### src/kot_pkg.sv
`default_nettype none
package kot_pkg;
  localparam int CAPACITY_DEF = 64;
  localparam int ID_BITS_DEF = 32;
  localparam int ID_W = 32;
  localparam int CNT_W = 7;

  localparam logic [2:0] REQ_ADD = 3'd0;
  localparam logic [2:0] REQ_ERASE = 3'd1;
  localparam logic [2:0] REQ_SET_OUTLIER = 3'd2;
  localparam logic [2:0] REQ_CONTAINS = 3'd3;
  localparam logic [2:0] REQ_BY_KEYFRAME = 3'd4;
  localparam logic [2:0] REQ_BY_MAP_POINT = 3'd5;
  localparam logic [2:0] REQ_LIST_ALL = 3'd6;
  localparam logic [2:0] REQ_UNUSED = 3'd7;

  localparam logic [2:0] ST_OK = 3'd0;
  localparam logic [2:0] ST_INVALID = 3'd1;
  localparam logic [2:0] ST_DUPLICATE = 3'd2;
  localparam logic [2:0] ST_NOT_FOUND = 3'd3;
  localparam logic [2:0] ST_FULL = 3'd4;

  typedef struct packed {
    logic [2:0] req_type;
    logic bad_record;
    logic [ID_W-1:0] kf_id;
    logic [ID_W-1:0] mp_id;
    logic [31:0] pixel_x_bits;
    logic [31:0] pixel_y_bits;
    logic [7:0] octave;
    logic outlier_flag;
  } cmd_t;

  typedef struct packed {
    logic [2:0] status;
    logic match_valid;
    logic [ID_W-1:0] kf_id;
    logic [ID_W-1:0] mp_id;
    logic [31:0] pixel_x_bits;
    logic [31:0] pixel_y_bits;
    logic [7:0] octave;
    logic outlier;
    logic last;
    logic [CNT_W-1:0] entry_count;
  } res_t;
endpackage
`default_nettype wire

### src/kot_front.sv
`default_nettype none
module kot_front #(
  parameter int ID_BITS = kot_pkg::ID_BITS_DEF
) (
  input wire logic clk,
  input wire logic rst,
  input wire logic push,
  output logic full,
  input wire logic [2:0] req_type,
  input wire logic [31:0] kf_id,
  input wire logic [31:0] mp_id,
  input wire logic [31:0] pixel_x_bits,
  input wire logic [31:0] pixel_y_bits,
  input wire logic signed [7:0] octave,
  input wire logic outlier_flag,
  output kot_pkg::cmd_t cmd,
  output logic cmd_valid,
  input wire logic cmd_take
);
  localparam int DEPTH = 2;
  kot_pkg::cmd_t q [DEPTH];
  logic [1:0] cnt;
  logic rd_ptr;
  logic wr_ptr;
  logic [31:0] id_mask;
  kot_pkg::cmd_t c;
  logic do_push;
  logic do_pop;

  assign id_mask = (ID_BITS >= 32) ? 32'hFFFF_FFFF : ((32'd1 << ID_BITS) - 32'd1);
  assign full = (cnt == 2'(DEPTH));
  assign cmd_valid = (cnt != 2'd0);
  assign cmd = q[rd_ptr];
  assign do_push = push && !full;
  assign do_pop = cmd_take && cmd_valid;

  always_comb begin
    c.req_type = req_type;
    c.bad_record = (pixel_x_bits[30:23] == 8'hFF) || (pixel_y_bits[30:23] == 8'hFF) ||
      octave[7];
    c.kf_id = kf_id & id_mask;
    c.mp_id = mp_id & id_mask;
    c.pixel_x_bits = pixel_x_bits;
    c.pixel_y_bits = pixel_y_bits;
    c.octave = octave;
    c.outlier_flag = outlier_flag;
  end

  always_ff @(posedge clk) begin
    if (do_push) begin
      q[wr_ptr] <= c;
    end
    if (rst) begin
      cnt <= '0;
      rd_ptr <= 1'b0;
      wr_ptr <= 1'b0;
    end else begin
      if (do_push) wr_ptr <= !wr_ptr;
      if (do_pop) rd_ptr <= !rd_ptr;
      cnt <= cnt + 2'(do_push) - 2'(do_pop);
    end
  end
endmodule
`default_nettype wire

### config.mk
export PLATFORM = sky130hd
export DESIGN_NAME = kot_front
export DESIGN_NICKNAME = d
export VERILOG_FILES = /design/src/kot_pkg.sv /design/src/kot_front.sv
export SDC_FILE = /design/constraint.sdc
export NUM_CORES = 1
export LEC_CHECK = 0
export BUFFER_PORTS_ARGS = -buffer_cell sky130_fd_sc_hd__buf_2
export CORE_UTILIZATION = 47
export CTS_CLUSTER_DIAMETER = 40
export DETAILED_ROUTE_END_ITERATION = 10
export PLACE_DENSITY = 0.77
export SYNTH_ARGS = -nofsm -noshare
export SYNTH_HDL_FRONTEND = slang
export SYNTH_SLANG_ARGS = --single-unit
### constraint.sdc
create_clock -name clk -period 4.2 [get_ports clk]
set_input_delay 0 -clock clk [delete_from_list [all_inputs] [get_ports clk]]
set_output_delay 0 -clock clk [all_outputs]
set_load 0.01 [all_outputs]
Word-level counts from Yosys, hierarchy flattened
Memories as Yosys holds them, arrays and structs flattened. A register that Yosys moved wholly into a read port is not among the register bits.
Index checks and enable logic that the tools add are counted.
{"block": "totals", "regBits": 4, "mem_bits_rw": 282, "input_bits": 144, "output_inout_bits": 143, "mem_count": 1}
{"block": "op_classes", "add_sub_neg": 2, "n_eq_ne": 3, "mux": 4, "n_reduce_logical": 8}
{"memory": "q", "depth": 2, "word_bits": 141, "read_ports": 1, "rd_ports_with_merged_regs": 1, "wr": 1, "line_no": "kot_front.sv:21", "text": "kot_pkg::cmd_t q [DEPTH];"}
{"op": "8-bit == test, second input constant", "n": 2}
{"op": "1-bit two-way mux", "n": 4}
{"op": "1-bit logical NOT", "n": 3}
{"op": "2-bit by 1-bit adder with 2-bit output", "n": 1}
{"op": "2-bit == test, second input constant", "n": 1}
{"op": "1-bit logical AND", "n": 2}
{"op": "1-bit logical OR", "n": 2}
{"op": "2-bit nonzero test", "n": 1}
{"op": "2-bit by 1-bit subtractor with 2-bit output", "n": 1}

Depth between registers and ports, before layout
{"block": "depth", "ltp_word": 5, "ltp_mapped": 8, "mapped_depth_nobuf": 8}

Worst setup path before layout
Ideal clock, no wire load.
{"block": "synth_path", "path_type": "reg2reg", "from": "register cnt[0]", "to": "memory q[1][0] (netlist bit), enable pin", "arrival_time_ns": 3.753, "setup_slack_ns": -0.071, "path_stages_with_launch": 3, "period_less_slack_ns": 4.271, "path_cell_list": "dfxtp_1 nand2b_2 and3_1"}
{"block": "synth_between", "elab_chain_cells": 5}
{"element": "from (decl)", "line_no": "kot_front.sv:22", "text": "logic [1:0] cnt;"}
{"element": "from (signal assigned)", "line_no": "kot_front.sv:60", "text": "cnt <= cnt + 2'(do_push) - 2'(do_pop);"}
{"element": "2-bit == test", "line_no": "kot_front.sv:31", "text": "assign full = (cnt == 2'(DEPTH));"}
{"element": "1-bit logical NOT", "line_no": "kot_front.sv:34", "text": "assign do_push = push && !full;"}
{"element": "1-bit logical AND", "line_no": "kot_front.sv:34"}
{"element": "1-bit two-way mux", "line_no": "kot_front.sv:50", "text": "if (do_push) begin"}
{"element": "1-bit two-way mux (implied by the code)", "line_no": "kot_front.sv:51", "text": "q[wr_ptr] <= c;"}
{"element": "to (decl)", "line_no": "kot_front.sv:21"}
No other way between the ends.

Worst setup path after layout
{"block": "layout_path", "from": "register cnt[0]", "to": "memory q[0][58] (netlist bit), enable pin"}
The elaborated chain is that of the path after synthesis.

==> flow_metrics.tcl <==
set metrics [dict create \
    drv_cap 0 \
    die_x_um 154 \
    ys.flop_type "edfxtp_1" \
    placed_area_um2 12500 \
    ys_types 22 \
    finalInstanceArea_um2 15200 \
    clk_pin_slew_ns 0.06 \
    grt_start_max_net_pins 86 \
    core_um2 22600 \
    syn_avg_cell_area_um2 22.9 \
    end_kind "flop" \
    wl_per_cell_um 18.7 \
    grt_pass1_wl_um 35000 \
    path_cells "nand2b_2 -> inv_1 -> or3_1 -> inv_6 -> buf_4" \
    track_usage 0.193 \
    hold_path.class "input port to flop" \
    max_freq_mhz 422 \
    dieArea_um2 23600 \
    synth.area.top_cells "edfxtp_1 (78%), mux2_4 (12%), mux2_2 (5.3%)" \
    yosysMostFrequentCell "edfxtp_1" \
    gp_congestion 0.749 \
    yosysSeqAreaShare 0.792 \
    firstDrtPassIters 4 \
    cp_data_arrival_time_ns 2.53 \
    netlist_instances 472 \
    clock_tree.root_cell "clkbuf_16" \
    tightest_slew_ns 0.678 \
    clock_path_buffers 3 \
    antenna_left 0 \
    slew-limit-headroom 0.548 \
    post-route-period-util 0.565 \
    netlist_area_um2 10800 \
    slowest_stage "inv_6" \
    ys_top_cells_by_count "edfxtp_1 (282), mux2_4 (90), mux2_2 (51), buf_6 (10)" \
    cts_tree "done" \
    cts_resized 0 \
    drt_wl_total_um 23100 \
    numCtsBuffers 35 \
    ioPinCount 287 \
    yosys_register_bits 287 \
    startpoint_type "flop" \
    grt_overflow 0 \
    rows 55 \
    cts_sinks 287 \
    power_leakage_nw 5.94 \
    crit_family "buffers and inverters" \
    setup_viol 0 \
    hpwl_um 13100 \
    vias 6078 \
    grt_pass1_vias 6689 \
    layout.nets 1074 \
    synth_fp_nets 618 \
    vdd_drop_max_mv 0.494 \
    synth_top_area_frac 0.783 \
    drive_gt1_frac 0.517 \
    rsz0062_at_grt "false" \
    portBuffers 286 \
    skew_ns 0.0189 \
    initial_core_util 0.479 \
    period_minus_slack_ns 2.37 \
    status "finished, final reports clean" \
    powerDensity_nw_per_um2 577 \
    yosysTopAreaCell "edfxtp_1" \
    critPathRequiredTime_ns 4.36 \
    area_delta_synth_final_pct 40.2 \
    async_flop_share 0 \
    drtIter0Drc 272 \
    yosysWarnings 0 \
    clk_latency_ns 0.51 \
    finalSetupTns_ns 0 \
    n_antenna_cell 0 \
    criticalPathCategory "flop to flop" \
    die_h_um 154 \
    path_max_fanout 69 \
    antenna_found_initial 0 \
    h-tree-depth 2 \
    hold_viol_final 0 \
    slew_violations 0 \
    drc 0 \
    synth-edff-count 282 \
    viasPerCell 4.92 \
    slowest_delay_ns 0.52 \
    critPathBufInv 3 \
]
-- routing by layer --
layer	up-vias	part of all wire	wire length, um	global-route usage
met3	62	0.071	1630	0.0502
met2	277	0.51	11800	0.342
met1	2958	0.39	8950	0.221
li1	2781	-	-	-
met4	0	0.033	772	0.0843
met5	-	0	0	0
-- area by class of cell --
type / count / area [um^2]
flip-flops and latches: 287 / 8570
clock inverters: 21 / 253
clock buffers: 39 / 933
well taps: 285 / 357
inverters: 4 / 20.0
fillers: 1449 / 7400
repair buffers: 435 / 2950
multi-input cells: 165 / 2090
-- metrics by stage --
stage | worst slack, ns | power, mW | std cells | hold slack (ns) | utilization
6_report | 1.83 | 8.76 | 1236 | 0.0763 | 0.672
2_1_floorplan | 0.0969 | 5.03 | 472 | 0.0691 | -
3_3_place_gp | 1.96 | 5.61 | 1033 | 0.187 | 0.556
4_1_cts | 1.86 | 8.79 | 1236 | 0.0186 | 0.672
5_1_grt | 1.70 | 9.06 | 1236 | 0.0778 | 0.672
3_5_place_dp | 1.88 | 5.65 | 1033 | 0.191 | 0.556
-- final timing paths --
| kind | end | from | cells after the start | slack (ns) |
|---|---|---|---|---|
| worst min register to register | rd_ptr$_SDFFE_PP0P_ | rd_ptr$_SDFFE_PP0P_ | 2 | 0.54 |
| worst max-delay path | q[0][58]$_DFFE_PP_ | cnt[0]$_SDFF_PP0_ | 5 | 1.83 |
| worst max register to register | q[0][58]$_DFFE_PP_ | cnt[0]$_SDFF_PP0_ | 5 | 1.83 |
| worst min-delay path | cnt[1]$_SDFF_PP0_ | push | 5 | 0.08 |
-- power by group --
part / switching (mW) / leakage [nW] / internal [mW]
clock: 1.12 / 0.577 / 1.91
sequential: 0.121 / 2.68 / 3.56
combinational: 1.00 / 2.68 / 1.04
total: 2.24 / 5.94 / 6.51
-- placed cells by master, fill, tap and decap left out, types with 2 or more instances in the layout --
cell type        n
clkinvlp_4       2
edfxtp_1       282
xnor2_1          2
bufinv_16        5
mux2_2          51
clkbuf_1         2
or3_1            2
clkinv_2         4
buf_12           3
buf_4            3
dlygate4sd3_1  143
inv_1            3
buf_2          286
nand4_1          4
inv_6            4
clkinv_4         3
ha_1             2
mux2_4          90
nor2_1           5
clkinv_1         4
dfxtp_1          4
clkbuf_16       37
-- cells by family (layout without fill, tap and decap cells) --
group	after synthesis	count (layout)	share of synthesized area
compound gates	3	3	0.00162
xor+xnor	3	3	0.00243
fa+ha+maj	2	2	0.00231
buf+inv	20	499	0.0155
flops	287	287	0.792
mux	141	141	0.178
simple gates	16	16	0.00810
-- flip-flops by register name (all words and copies together), names as in the netlist, named ones only --
register,cells
rd_ptr,1
q,282
wr_ptr,1
cnt,2
-- repair_timing --
| action | 4_1_cts | 5_1_grt |
|---|---|---|
| hold buffers | 143 | 0 |
| endpoints found under the hold margin | 287 | 0 |
| setup endpoints to repair | 0 | 0 |
| setup buffers | 0 | 0 |
-- worst register-to-register path: stages, from the launching register on --
cell      delay [ns]
dfxtp_1         0.39
nand2b_2        0.18
inv_1           0.08
or3_1           0.40
inv_6           0.52
buf_4           0.48
Power figures use the tool's default switching activity.
